<file path="src/rtl/core/hsvrgb_pkg.sv">
// Shared types and constants for the HSV to RGB pixel pipeline.
// Depends on nothing; every other file of the block but the macro header refers to it by scoped names.
`timescale 1ns / 1ps

package hsvrgb_pkg;

    localparam int HUE_W          = 9;
    localparam int CH_W           = 8;
    localparam int REM_W          = 6;
    localparam int SECTOR_W       = 4;
    localparam int HUE_SECTOR_DEG = 60;
    localparam int FULL_SCALE     = 255;
    localparam int FRAC_SCALE     = FULL_SCALE * HUE_SECTOR_DEG;
    localparam int FRAC_W         = 14;
    localparam int PROD_P_W       = 2 * CH_W;
    localparam int PROD_Q_W       = CH_W + FRAC_W;
    localparam int MAX_SECTOR     = (2 ** HUE_W - 1) / HUE_SECTOR_DEG;
    localparam int PIPE_DEPTH     = 5;

    // Exact floor division by reciprocal multiplication. The shift is the
    // dividend width plus the divisor width, so the rounding error of the
    // multiplier never reaches the next integer.
    localparam int DIV_FULL_SHIFT = PROD_P_W + CH_W;
    localparam int DIV_FULL_MUL_W = 17;
    localparam longint unsigned DIV_FULL_MUL_L =
        ((longint'(1) << DIV_FULL_SHIFT) + FULL_SCALE - 1) / FULL_SCALE;
    localparam logic [DIV_FULL_MUL_W-1:0] DIV_FULL_MUL = DIV_FULL_MUL_W'(DIV_FULL_MUL_L);

    localparam int DIV_FRAC_SHIFT = PROD_Q_W + FRAC_W;
    localparam int DIV_FRAC_MUL_W = 23;
    localparam longint unsigned DIV_FRAC_MUL_L =
        ((longint'(1) << DIV_FRAC_SHIFT) + FRAC_SCALE - 1) / FRAC_SCALE;
    localparam logic [DIV_FRAC_MUL_W-1:0] DIV_FRAC_MUL = DIV_FRAC_MUL_W'(DIV_FRAC_MUL_L);

    // Hue sectors, each sixty degrees wide.
    localparam logic [SECTOR_W-1:0] SECTOR_RED_YELLOW    = 4'd0;
    localparam logic [SECTOR_W-1:0] SECTOR_YELLOW_GREEN  = 4'd1;
    localparam logic [SECTOR_W-1:0] SECTOR_GREEN_CYAN    = 4'd2;
    localparam logic [SECTOR_W-1:0] SECTOR_CYAN_BLUE     = 4'd3;
    localparam logic [SECTOR_W-1:0] SECTOR_BLUE_MAGENTA  = 4'd4;
    localparam logic [SECTOR_W-1:0] SECTOR_MAGENTA_RED   = 4'd5;

    // Fields that travel unchanged alongside the arithmetic.
    typedef struct packed {
        logic                grey;
        logic [SECTOR_W-1:0] sector;
        logic [CH_W-1:0]     val;
        logic [CH_W-1:0]     alpha;
    } ctx_t;

    typedef struct packed {
        ctx_t             ctx;
        logic [REM_W-1:0] rem;
        logic [CH_W-1:0]  sat;
    } sect_t;

    typedef struct packed {
        ctx_t            ctx;
        logic [CH_W-1:0] p;
        logic [CH_W-1:0] q;
        logic [CH_W-1:0] t;
    } lvl_t;

    // Per-stage load enables from the pipeline control.
    typedef struct packed {
        logic s1;
        logic s2;
        logic s3;
        logic s4;
        logic s5;
    } load_t;

endpackage

</file>
<file path="src/rtl/core/hsvrgb_sector.sv">
// First pipeline stage: splits the hue into sector and remainder and registers it.
// Depends on hsvrgb_pkg.
`timescale 1ns / 1ps

module hsvrgb_sector
(
    input  logic                              clk,
    input  hsvrgb_pkg::load_t                 load,
    input  logic [hsvrgb_pkg::HUE_W-1:0]      hue,
    input  logic [hsvrgb_pkg::CH_W-1:0]       saturation,
    input  logic [hsvrgb_pkg::CH_W-1:0]       brightness,
    input  logic [hsvrgb_pkg::CH_W-1:0]       opacity_in,
    output hsvrgb_pkg::sect_t                 sect
);

    hsvrgb_pkg::sect_t                    sect_next;
    hsvrgb_pkg::sect_t                    sect_reg;
    logic [hsvrgb_pkg::SECTOR_W-1:0]      sector;
    logic [hsvrgb_pkg::HUE_W-1:0]         base;

    // Eight independent threshold compares; the last one passed gives the sector.
    always_comb
    begin
        sector = '0;
        base   = '0;
        for (int k = 1; k <= hsvrgb_pkg::MAX_SECTOR; k++)
        begin
            if (hue >= hsvrgb_pkg::HUE_W'(k * hsvrgb_pkg::HUE_SECTOR_DEG))
            begin
                sector = hsvrgb_pkg::SECTOR_W'(k);
                base   = hsvrgb_pkg::HUE_W'(k * hsvrgb_pkg::HUE_SECTOR_DEG);
            end
        end
    end

    always_comb
    begin
        sect_next.ctx.grey   = (saturation == '0);
        sect_next.ctx.sector = sector;
        sect_next.ctx.val    = brightness;
        sect_next.ctx.alpha  = opacity_in;
        sect_next.rem        = hsvrgb_pkg::REM_W'(hue - base);
        sect_next.sat        = saturation;
    end

    always_ff @(posedge clk)
    begin
        if (load.s1)
        begin
            sect_reg <= sect_next;
        end
    end

    assign sect = sect_reg;

endmodule

</file>
<file path="src/rtl/core/hsvrgb_levels.sv">
// Stages two to four: forms the p, q and t levels with exact floor division.
// Depends on hsvrgb_pkg.
`timescale 1ns / 1ps

module hsvrgb_levels
(
    input  logic               clk,
    input  hsvrgb_pkg::load_t  load,
    input  hsvrgb_pkg::sect_t  sect,
    output hsvrgb_pkg::lvl_t   lvl
);

    localparam int P_MUL_W = hsvrgb_pkg::PROD_P_W + hsvrgb_pkg::DIV_FULL_MUL_W;
    localparam int Q_MUL_W = hsvrgb_pkg::PROD_Q_W + hsvrgb_pkg::DIV_FRAC_MUL_W;

    // Stage two: numerators of the three levels.
    hsvrgb_pkg::ctx_t                      ctx2_reg;
    logic [hsvrgb_pkg::CH_W-1:0]           np_reg;
    logic [hsvrgb_pkg::FRAC_W-1:0]         nq_reg;
    logic [hsvrgb_pkg::FRAC_W-1:0]         nt_reg;
    logic [hsvrgb_pkg::FRAC_W-1:0]         sr_q;
    logic [hsvrgb_pkg::FRAC_W-1:0]         sr_t;
    logic [hsvrgb_pkg::CH_W-1:0]           np_next;
    logic [hsvrgb_pkg::FRAC_W-1:0]         nq_next;
    logic [hsvrgb_pkg::FRAC_W-1:0]         nt_next;

    // Stage three: products with the brightness.
    hsvrgb_pkg::ctx_t                      ctx3_reg;
    logic [hsvrgb_pkg::PROD_P_W-1:0]       pp_reg;
    logic [hsvrgb_pkg::PROD_Q_W-1:0]       pq_reg;
    logic [hsvrgb_pkg::PROD_Q_W-1:0]       pt_reg;
    logic [hsvrgb_pkg::PROD_P_W-1:0]       pp_next;
    logic [hsvrgb_pkg::PROD_Q_W-1:0]       pq_next;
    logic [hsvrgb_pkg::PROD_Q_W-1:0]       pt_next;

    // Stage four: reciprocal multiplications.
    hsvrgb_pkg::lvl_t                      lvl_reg;
    hsvrgb_pkg::lvl_t                      lvl_next;
    logic [P_MUL_W-1:0]                    p_prod;
    logic [Q_MUL_W-1:0]                    q_prod;
    logic [Q_MUL_W-1:0]                    t_prod;

    always_comb
    begin
        sr_q    = hsvrgb_pkg::FRAC_W'(sect.sat) * hsvrgb_pkg::FRAC_W'(sect.rem);
        sr_t    = hsvrgb_pkg::FRAC_W'(sect.sat)
                * hsvrgb_pkg::FRAC_W'(hsvrgb_pkg::REM_W'(hsvrgb_pkg::HUE_SECTOR_DEG) - sect.rem);
        np_next = hsvrgb_pkg::CH_W'(hsvrgb_pkg::FULL_SCALE) - sect.sat;
        nq_next = hsvrgb_pkg::FRAC_W'(hsvrgb_pkg::FRAC_SCALE) - sr_q;
        nt_next = hsvrgb_pkg::FRAC_W'(hsvrgb_pkg::FRAC_SCALE) - sr_t;
    end

    always_ff @(posedge clk)
    begin
        if (load.s2)
        begin
            ctx2_reg <= sect.ctx;
            np_reg   <= np_next;
            nq_reg   <= nq_next;
            nt_reg   <= nt_next;
        end
    end

    always_comb
    begin
        pp_next = hsvrgb_pkg::PROD_P_W'(ctx2_reg.val) * hsvrgb_pkg::PROD_P_W'(np_reg);
        pq_next = hsvrgb_pkg::PROD_Q_W'(ctx2_reg.val) * hsvrgb_pkg::PROD_Q_W'(nq_reg);
        pt_next = hsvrgb_pkg::PROD_Q_W'(ctx2_reg.val) * hsvrgb_pkg::PROD_Q_W'(nt_reg);
    end

    always_ff @(posedge clk)
    begin
        if (load.s3)
        begin
            ctx3_reg <= ctx2_reg;
            pp_reg   <= pp_next;
            pq_reg   <= pq_next;
            pt_reg   <= pt_next;
        end
    end

    // Every quotient lies in 0..255, so eight bits above the shift hold it exactly.
    always_comb
    begin
        p_prod       = P_MUL_W'(pp_reg) * P_MUL_W'(hsvrgb_pkg::DIV_FULL_MUL);
        q_prod       = Q_MUL_W'(pq_reg) * Q_MUL_W'(hsvrgb_pkg::DIV_FRAC_MUL);
        t_prod       = Q_MUL_W'(pt_reg) * Q_MUL_W'(hsvrgb_pkg::DIV_FRAC_MUL);
        lvl_next.ctx = ctx3_reg;
        lvl_next.p   = p_prod[hsvrgb_pkg::DIV_FULL_SHIFT +: hsvrgb_pkg::CH_W];
        lvl_next.q   = q_prod[hsvrgb_pkg::DIV_FRAC_SHIFT +: hsvrgb_pkg::CH_W];
        lvl_next.t   = t_prod[hsvrgb_pkg::DIV_FRAC_SHIFT +: hsvrgb_pkg::CH_W];
    end

    always_ff @(posedge clk)
    begin
        if (load.s4)
        begin
            lvl_reg <= lvl_next;
        end
    end

    assign lvl = lvl_reg;

endmodule

</file>
<file path="src/rtl/core/hsvrgb_select.sv">
// Final stage: routes the levels to the color channels by sector into the output register.
// Depends on hsvrgb_pkg.
`timescale 1ns / 1ps

module hsvrgb_select
(
    input  logic                         clk,
    input  hsvrgb_pkg::load_t            load,
    input  hsvrgb_pkg::lvl_t             lvl,
    output logic [hsvrgb_pkg::CH_W-1:0]  red,
    output logic [hsvrgb_pkg::CH_W-1:0]  green,
    output logic [hsvrgb_pkg::CH_W-1:0]  blue,
    output logic [hsvrgb_pkg::CH_W-1:0]  opacity_out
);

    logic [hsvrgb_pkg::CH_W-1:0] red_next;
    logic [hsvrgb_pkg::CH_W-1:0] green_next;
    logic [hsvrgb_pkg::CH_W-1:0] blue_next;
    logic [hsvrgb_pkg::CH_W-1:0] red_reg;
    logic [hsvrgb_pkg::CH_W-1:0] green_reg;
    logic [hsvrgb_pkg::CH_W-1:0] blue_reg;
    logic [hsvrgb_pkg::CH_W-1:0] alpha_reg;

    always_comb
    begin
        if (lvl.ctx.grey)
        begin
            red_next   = lvl.ctx.val;
            green_next = lvl.ctx.val;
            blue_next  = lvl.ctx.val;
        end
        else
        begin
            case (lvl.ctx.sector)
                hsvrgb_pkg::SECTOR_RED_YELLOW:
                begin
                    red_next = lvl.ctx.val; green_next = lvl.t;       blue_next = lvl.p;
                end
                hsvrgb_pkg::SECTOR_YELLOW_GREEN:
                begin
                    red_next = lvl.q;       green_next = lvl.ctx.val; blue_next = lvl.p;
                end
                hsvrgb_pkg::SECTOR_GREEN_CYAN:
                begin
                    red_next = lvl.p;       green_next = lvl.ctx.val; blue_next = lvl.t;
                end
                hsvrgb_pkg::SECTOR_CYAN_BLUE:
                begin
                    red_next = lvl.p;       green_next = lvl.q;       blue_next = lvl.ctx.val;
                end
                hsvrgb_pkg::SECTOR_BLUE_MAGENTA:
                begin
                    red_next = lvl.t;       green_next = lvl.p;       blue_next = lvl.ctx.val;
                end
                hsvrgb_pkg::SECTOR_MAGENTA_RED:
                begin
                    red_next = lvl.ctx.val; green_next = lvl.p;       blue_next = lvl.q;
                end
                // A hue of 360 degrees or more gives black.
                default:
                begin
                    red_next = '0;          green_next = '0;          blue_next = '0;
                end
            endcase
        end
    end

    always_ff @(posedge clk)
    begin
        if (load.s5)
        begin
            red_reg   <= red_next;
            green_reg <= green_next;
            blue_reg  <= blue_next;
            alpha_reg <= lvl.ctx.alpha;
        end
    end

    assign red         = red_reg;
    assign green       = green_reg;
    assign blue        = blue_reg;
    assign opacity_out = alpha_reg;

endmodule

</file>
<file path="src/rtl/core/hsv_to_rgb_pixel.sv">
// HSV to RGB pixel converter: top level with the pipeline valid and stall control.
// Depends on hsvrgb_pkg, hsvrgb_sector, hsvrgb_levels and hsvrgb_select.
`timescale 1ns / 1ps

// Converts one HSV pixel with alpha into RGBA per request.
// Input channel: in_valid / in_stall with hue (degrees), saturation, brightness, opacity_in.
// Output channel: out_valid / out_stall with red, green, blue, opacity_out.
// A request is taken at a rising edge where valid is high and stall is low.
// The datapath is five register stages: sector split, numerators, brightness
// products, reciprocal division and channel selection into the output register.
// A request moves through these registers in that order; throughput is one pixel
// per cycle as long as the receiver does not hold out_stall.
// Each stage carries a valid bit and loads whenever it is empty or its successor
// moves, so bubbles close up and a request is accepted while a finished result
// still waits at the output.
// When the receiver holds out_stall, the output register keeps its result and the
// stages behind it fill; in_stall rises only when all five stages hold a pixel.
// Reset clears all valid bits; the pipeline is empty and ready right after reset.

module hsv_to_rgb_pixel
(
    input  logic                             clk,
    input  logic                             rst_n,
    input  logic                             in_valid,
    output logic                             in_stall,
    input  logic [hsvrgb_pkg::HUE_W-1:0]     hue,
    input  logic [hsvrgb_pkg::CH_W-1:0]      saturation,
    input  logic [hsvrgb_pkg::CH_W-1:0]      brightness,
    input  logic [hsvrgb_pkg::CH_W-1:0]      opacity_in,
    output logic                             out_valid,
    input  logic                             out_stall,
    output logic [hsvrgb_pkg::CH_W-1:0]      red,
    output logic [hsvrgb_pkg::CH_W-1:0]      green,
    output logic [hsvrgb_pkg::CH_W-1:0]      blue,
    output logic [hsvrgb_pkg::CH_W-1:0]      opacity_out
);

    localparam int DEPTH = hsvrgb_pkg::PIPE_DEPTH;

    logic [DEPTH-1:0]   valid_reg;
    logic [DEPTH-1:0]   valid_next;
    logic [DEPTH-1:0]   ready;
    hsvrgb_pkg::load_t  load;
    hsvrgb_pkg::sect_t  sect;
    hsvrgb_pkg::lvl_t   lvl;

    // A stage can load when it is empty or its content moves on this edge.
    always_comb
    begin
        ready[DEPTH-1] = !valid_reg[DEPTH-1] || !out_stall;
        for (int i = DEPTH - 2; i >= 0; i--)
        begin
            ready[i] = !valid_reg[i] || ready[i+1];
        end
    end

    always_comb
    begin
        valid_next[0] = ready[0] ? in_valid : valid_reg[0];
        for (int i = 1; i < DEPTH; i++)
        begin
            valid_next[i] = ready[i] ? valid_reg[i-1] : valid_reg[i];
        end
    end

    always_ff @(posedge clk or negedge rst_n)
    begin
        if (!rst_n)
        begin
            valid_reg <= '0;
        end
        else
        begin
            valid_reg <= valid_next;
        end
    end

    assign load.s1   = ready[0];
    assign load.s2   = ready[1];
    assign load.s3   = ready[2];
    assign load.s4   = ready[3];
    assign load.s5   = ready[4];
    assign in_stall  = !ready[0];
    assign out_valid = valid_reg[DEPTH-1];

    hsvrgb_sector u_sector
    (
        .clk        (clk),
        .load       (load),
        .hue        (hue),
        .saturation (saturation),
        .brightness (brightness),
        .opacity_in (opacity_in),
        .sect       (sect)
    );

    hsvrgb_levels u_levels
    (
        .clk  (clk),
        .load (load),
        .sect (sect),
        .lvl  (lvl)
    );

    hsvrgb_select u_select
    (
        .clk         (clk),
        .load        (load),
        .lvl         (lvl),
        .red         (red),
        .green       (green),
        .blue        (blue),
        .opacity_out (opacity_out)
    );

endmodule

</file>
<file path="config.mk">
export PLATFORM = sky130hd
export DESIGN_NAME = hsv_to_rgb_pixel
export DESIGN_NICKNAME = d
export VERILOG_FILES = /design/src/rtl/core/hsvrgb_pkg.sv /design/src/rtl/core/hsvrgb_sector.sv /design/src/rtl/core/hsvrgb_levels.sv /design/src/rtl/core/hsvrgb_select.sv /design/src/rtl/core/hsv_to_rgb_pixel.sv
export SDC_FILE = /design/constraint.sdc
export NUM_CORES = 2
export LEC_CHECK = 0
export BUFFER_PORTS_ARGS = -buffer_cell sky130_fd_sc_hd__buf_2
export CORE_MARGIN = 2
export CORE_UTILIZATION = 60
export DETAILED_ROUTE_END_ITERATION = 10
export GPL_ROUTABILITY_DRIVEN = 0
export MAX_ROUTING_LAYER = met4
export PLACE_DENSITY = 0.8
export SETUP_SLACK_MARGIN = 0.1
export SYNTH_ARGS = -nofsm -noshare
export SYNTH_HDL_FRONTEND = slang
export SYNTH_SLANG_ARGS = --single-unit
</file>
<file path="constraint.sdc">
create_clock -name clk -period 5.31 [get_ports clk]
set_input_delay 0.2655 -clock clk [delete_from_list [all_inputs] [get_ports clk]]
set_output_delay 0.2655 -clock clk [all_outputs]
set_load 0.02 [all_outputs]
</file>
# == Word level (Yosys, flattened, before mapping) ==
# Index checks and enable logic that the tools add are counted.
# W data, S select, Z words.
# classes
order_cmp,8
addsub,5
multipliers,8
muxes,21
n_reduce_logical,20
eq_ne,5
# op_table
op,n
$pmux W8 S4,3
$mul A22 B22 Y43 const B,2
$mux W6,8
$mul A8 B14 Y22,2
$ge A9 B9 Y1 const B,4
$mul A16 B16 Y31 const B,1
$sub A14 B14 Y14 const A,2
$mux W8,3
$ge A9 B8 Y1 const B,2
$mul A8 B8 Y16,1
$mul A8 B14 Y14,1
$mul A8 B6 Y14,1
$mux W3,4
$reduce_or A2 Y1,6
$ge A9 B6 Y1 const B,1
$ge A9 B7 Y1 const B,1
$eq A4 B2 Y1 const B,2
$eq A4 B3 Y1 const B,2
$logic_not A8 Y1,1
$sub A8 B8 Y8 const A,1
$logic_not A1 Y1,7
$sub A6 B6 Y7 const A,1
$sub A6 B6 Y6,1
$logic_or A1 B1 Y1,5
4 further kinds,5
# word_totals
input_bits,37
register_bits,255
word_cells,103

# == Depth between registers and ports, before layout ==
# depth
ltp_word,10
ltp_mapped,22
depth_no_buf,22

# == By module ==
# Synthesis repeated with hierarchy kept, for this count alone.
# unflattened
hier_cells,3319
hier_area_um2,35029.8
# modules_own_cells
mod,area_per_inst_um2,cells_per_inst,n_inst,seq_area_each_um2
hsvrgb_levels,31335.1,3019,1,5435.2
hsvrgb_select,2013.2,184,1,960.9
hsvrgb_sector,1471.4,98,1,1051.0
hsv_to_rgb_pixel,210.2,18,1,125.1

# == Worst setup path before layout ==
# Ideal clock, no wire load.
# synth_timing
path_type,register to register
from,register u_levels.pt_reg[18] (netlist name)
to,"register u_levels.lvl_reg, in the netlist u_levels.lvl[7] (data pin)"
path_stages_with_launch,21
arrival_time_ps,5418
period_less_slack_ps,5678
setup_slack_ps,-368
n_path_buf,0
setup_time_ps,260
t_required_ps,5050
path_cell_list,edfxtp_1 > ha_1 > inv_1 > fa_1 > inv_1 > fa_1 > ha_1 > fa_1 > fa_1 > inv_1 > fa_1 > inv_1 > ha_1 > nand4_1 > nor2_1 > nand3_1 > o311ai_2 > a311oi_2 > o31ai_2 > a21oi_1 > xnor2_1
# synth_via
elab_chain_cells,1
# synth_lines
item,line,source
from (decl),hsvrgb_levels.sv:31,logic [hsvrgb_pkg::PROD_Q_W-1:0] pt_reg;
from (signal assigned),hsvrgb_levels.sv:78,pt_reg <= pt_next;
$mul A22 B22 Y43,hsvrgb_levels.sv:87,t_prod = Q_MUL_W'(pt_reg) * Q_MUL_W'(hsvrgb_pkg::DIV_FRAC_MUL);
via u_levels.t_prod[43],hsvrgb_levels.sv:41,logic [Q_MUL_W-1:0] t_prod;
to (signal assigned),hsvrgb_levels.sv:98,lvl_reg <= lvl_next;
to (decl),hsvrgb_levels.sv:37,hsvrgb_pkg::lvl_t lvl_reg;
# The timed path passes the listed nets, and every way through them passes these cells.
# A chain may end at the register's enable or synchronous reset.

# == Worst setup path after layout ==
# layout_timing
from,register u_levels.pt_reg[17] (netlist name)
to,"register u_levels.lvl_reg, in the netlist u_levels.lvl[6] (data pin)"
# The elaborated chain is that of the path after synthesis.

==> impl_metrics.yaml <==
die:
  ioPinCount: 71
  dieArea_um2: 60000
  die_h_um: 245
  num_rows: 88
  initial_core_util: 0.605
  dieWidth_um: 245
  core_area_um2: 57600
timing:
  skew_ps: 20.4
  drv_slew: 0
  fin_crit_sh: 1.10
  finalSetupViolations: 16
  relSlewSlack: 0.285
  period_needed_ps: 5830
  fmax_mhz: 172
  rsz0062_at_grt: "yes"
  hold_viol_final: 0
  tightest_slew_ps: 1070
  postLayoutSetupSlackWorst_ps: -516
setup_path:
  cp-end-kind: "register"
  r2r_start: "u_levels.pt_reg[17]"
  worst-r2r-setup-slack_ps: -520
  path_max_fanout: 4
  crit_type: "reg -> reg"
  worstRegToRegCells: 18
  worstPathArrival_ps: 6150
  crit_top_cell: "fa_1"
  critical_path.slowest_cell: "fa_2"
  r2r_end: "u_levels.lvl[6]"
  startpoint_type: "register"
  crit_path_max_incr_delay_ps: 580
  worstPathCellList: "ha_4 -> inv_2 -> fa_1 -> inv_1 -> fa_1 -> ha_4 -> fa_2 -> fa_1 -> fa_1 -> ha_1 -> nand4_1 -> nor3_2 -> a221oi_2 -> o311ai_4 -> a311oi_2 -> o31ai_2 -> buf_4 -> xor2_1"
  cp_data_required_time_ps: 5630
final_layout:
  num-fill-cells: 3935
  drive_gt1_frac: 0.132
  largest_reg_flops: 45
  syn2layout_area_growth_pct: 13.6
  nets: 4766
  post-route-util: 0.687
  final_area_um2: 39600
  final_cells: 4379
synth:
  async_flop_share: 0.0198
  ys_seq_area_frac: 0.217
  synth.distinct_cells: 71
  synth_area_um2: 34800
  synth_flop_cell: "edfxtp_1"
  synth_warnings: 0
  netlist_top_cells_area: "fa_1, ha_1, edfxtp_1"
  syn_area_per_cell_um2: 10.5
  yosysTopAreaCellShare: 0.273
  yosysTopAreaCell: "fa_1"
  syn_nets: 4476
  synth-edff-count: 248
  syn_inst: 3302
  ys_ff_latch: 253
place:
  dp_hpwl_mm: 60.9
  dpl-instance-area_um2: 37500
  dp_cells: 4263
  io_buffer_count: 70
route:
  vias: 24467
  drt.antenna.violating_nets: 0
  avgViaCountPerCell: 5.59
  drc: 0
  wl_mm: 78.9
  drtIter0Drc: 1484
  post_drt_wl_per_cell_um: 18.0
  dr.pass1.iters: 5
global_routing:
  grt_pass1_wl_mm: 124
  grt-ovfl-total: 0
  grt_usage: 0.266
  grt_pass1_vias: 25368
  antenna_found_initial: 1
  grt_max_degree: 72
cts:
  h-tree-depth: 1
  cts_tree: "built"
  clk_path_buf_depth: 3
  worstSkewPairLatency_ps: 580
  clk_pin_slew_ps: 60
  clockRootBuffer: "clkbuf_16"
  cts_buffers: 28
  cts_sinks: 253
run_status:
  violations: "setup timing"
  status: "complete, but fails checks"
min_path:
  hp-class: "in -> async"
flow_run:
  drv_cap: 0
synth_stat cells, drive strengths merged (24+ instances only):
master,n
xnor2,74
nor3,24
a21o,35
edfxtp,248
ha,662
nor2,74
clkbuf,52
nand2,258
and2,192
a22o,24
fa,475
inv,742
nand3,29
xor2,27
a21oi,116
o21ai,77
cell type report:
type                            count  area [um2]  share of cell area
Antenna cell                        1        2.50           0.0000632
Inverter                          742        2790              0.0705
Clock buffer                       33         719              0.0182
Timing Repair Buffer              315        2350              0.0593
Multi-Input combinational cell   2252       25000               0.633
Clock inverter                     18         146             0.00370
Sequential cell                   253        7570               0.191
Tap cell                          765         957              0.0242
worst max-delay path by stage:
stage	slack [ps]	startpoint	to	cells past startpoint
after detailed placement	-540	u_levels.pt_reg[19]	u_levels.lvl[7]	20
after floorplan	-260	u_levels.pt_reg[14]	u_levels.lvl[7]	18
after global routing	-700	u_levels.pt_reg[17]	u_levels.lvl[7]	18
after global placement	-350	u_levels.pt_reg[18]	u_levels.lvl[7]	20
after CTS	-380	u_levels.pt_reg[18]	u_levels.lvl[7]	18
final	-520	u_levels.pt_reg[17]	u_levels.lvl[6]	18
repair_timing:
| item | 4_1_cts | 5_1_grt |
|---|---|---|
| endpoints found under the hold margin | 32 | 0 |
| endpoints found under the setup margin | 17 | 30 |
| pin swaps | 16 | 69 |
| hold buffers | 28 | 0 |
| setup buffers | 11 | 25 |
| resized for setup | 28 | 94 |
through the flow:
step	setup WS, ps	hold slack [ps]	setup TNS (ps)
global placement	-353	85.6	-3270
detailed placement	-536	97.8	-5350
floorplan	-265	-30.1	-722
finish	-516	47.1	-6620
CTS	-385	21.1	-4200
global route	-700	63.5	-8670
worst max-delay path: cells and delay by family (launching register included):
family                   cells  cell delay, ps
AO/OA/AOI/OAI                4             990
AND/OR/NAND/NOR              2             290
buffers and inverters        3             240
XOR/XNOR                     1             130
flip-flops                   1             500
adder cells (fa/ha/maj)      8            3420
cell families after synthesis:
group / Yosys count / synth area share
AO/OA/AOI/OAI: 350 / 0.0654
XOR/XNOR: 101 / 0.0254
buffers and inverters: 797 / 0.0860
adder cells (fa/ha/maj): 1138 / 0.511
flip-flops: 253 / 0.217
multiplexers: 2 / 0.000575
AND/OR/NAND/NOR: 661 / 0.0941
cells in the final DEF, fill, tap and decap left out, types with 8 or more instances in the layout:
| cell | count |
|---|---|
| inv_1 | 713 |
| ha_1 | 623 |
| fa_1 | 462 |
| nand2_1 | 257 |
| edfxtp_1 | 248 |
| buf_4 | 205 |
| and2_1 | 191 |
| a21oi_1 | 100 |
| xnor2_1 | 74 |
| nor2_1 | 72 |
| buf_2 | 70 |
| o21ai_1 | 42 |
| ha_4 | 37 |
| a21o_1 | 35 |
| o21ai_0 | 30 |
| clkbuf_16 | 28 |
| dlygate4sd3_1 | 28 |
| inv_2 | 27 |
| nand3_1 | 26 |
| xor2_1 | 25 |
| a22o_1 | 24 |
| nor3_1 | 20 |
| nor2b_1 | 15 |
| nand4_1 | 15 |
| a21oi_2 | 14 |
| fa_2 | 13 |
| and3_1 | 12 |
| nand2b_1 | 11 |
| o21bai_1 | 10 |
| o211ai_1 | 10 |
| a31oi_1 | 9 |
| o31ai_1 | 8 |
| or3_1 | 8 |
layer usage:
metal | part of all wire | wire length, um | up-vias | track usage
li1 | - | - | 11291 | -
met1 | 0.40 | 31800 | 12172 | 0.337
met2 | 0.50 | 39700 | 798 | 0.454
met3 | 0.058 | 4550 | 206 | 0.0289
met4 | 0.037 | 2910 | 0 | 0.0739
met5 | 0 | 0 | - | -
Power is left out: the tool's default activity adds up to more than one toggle a clock period on the data nets, which glitch-free logic cannot reach.
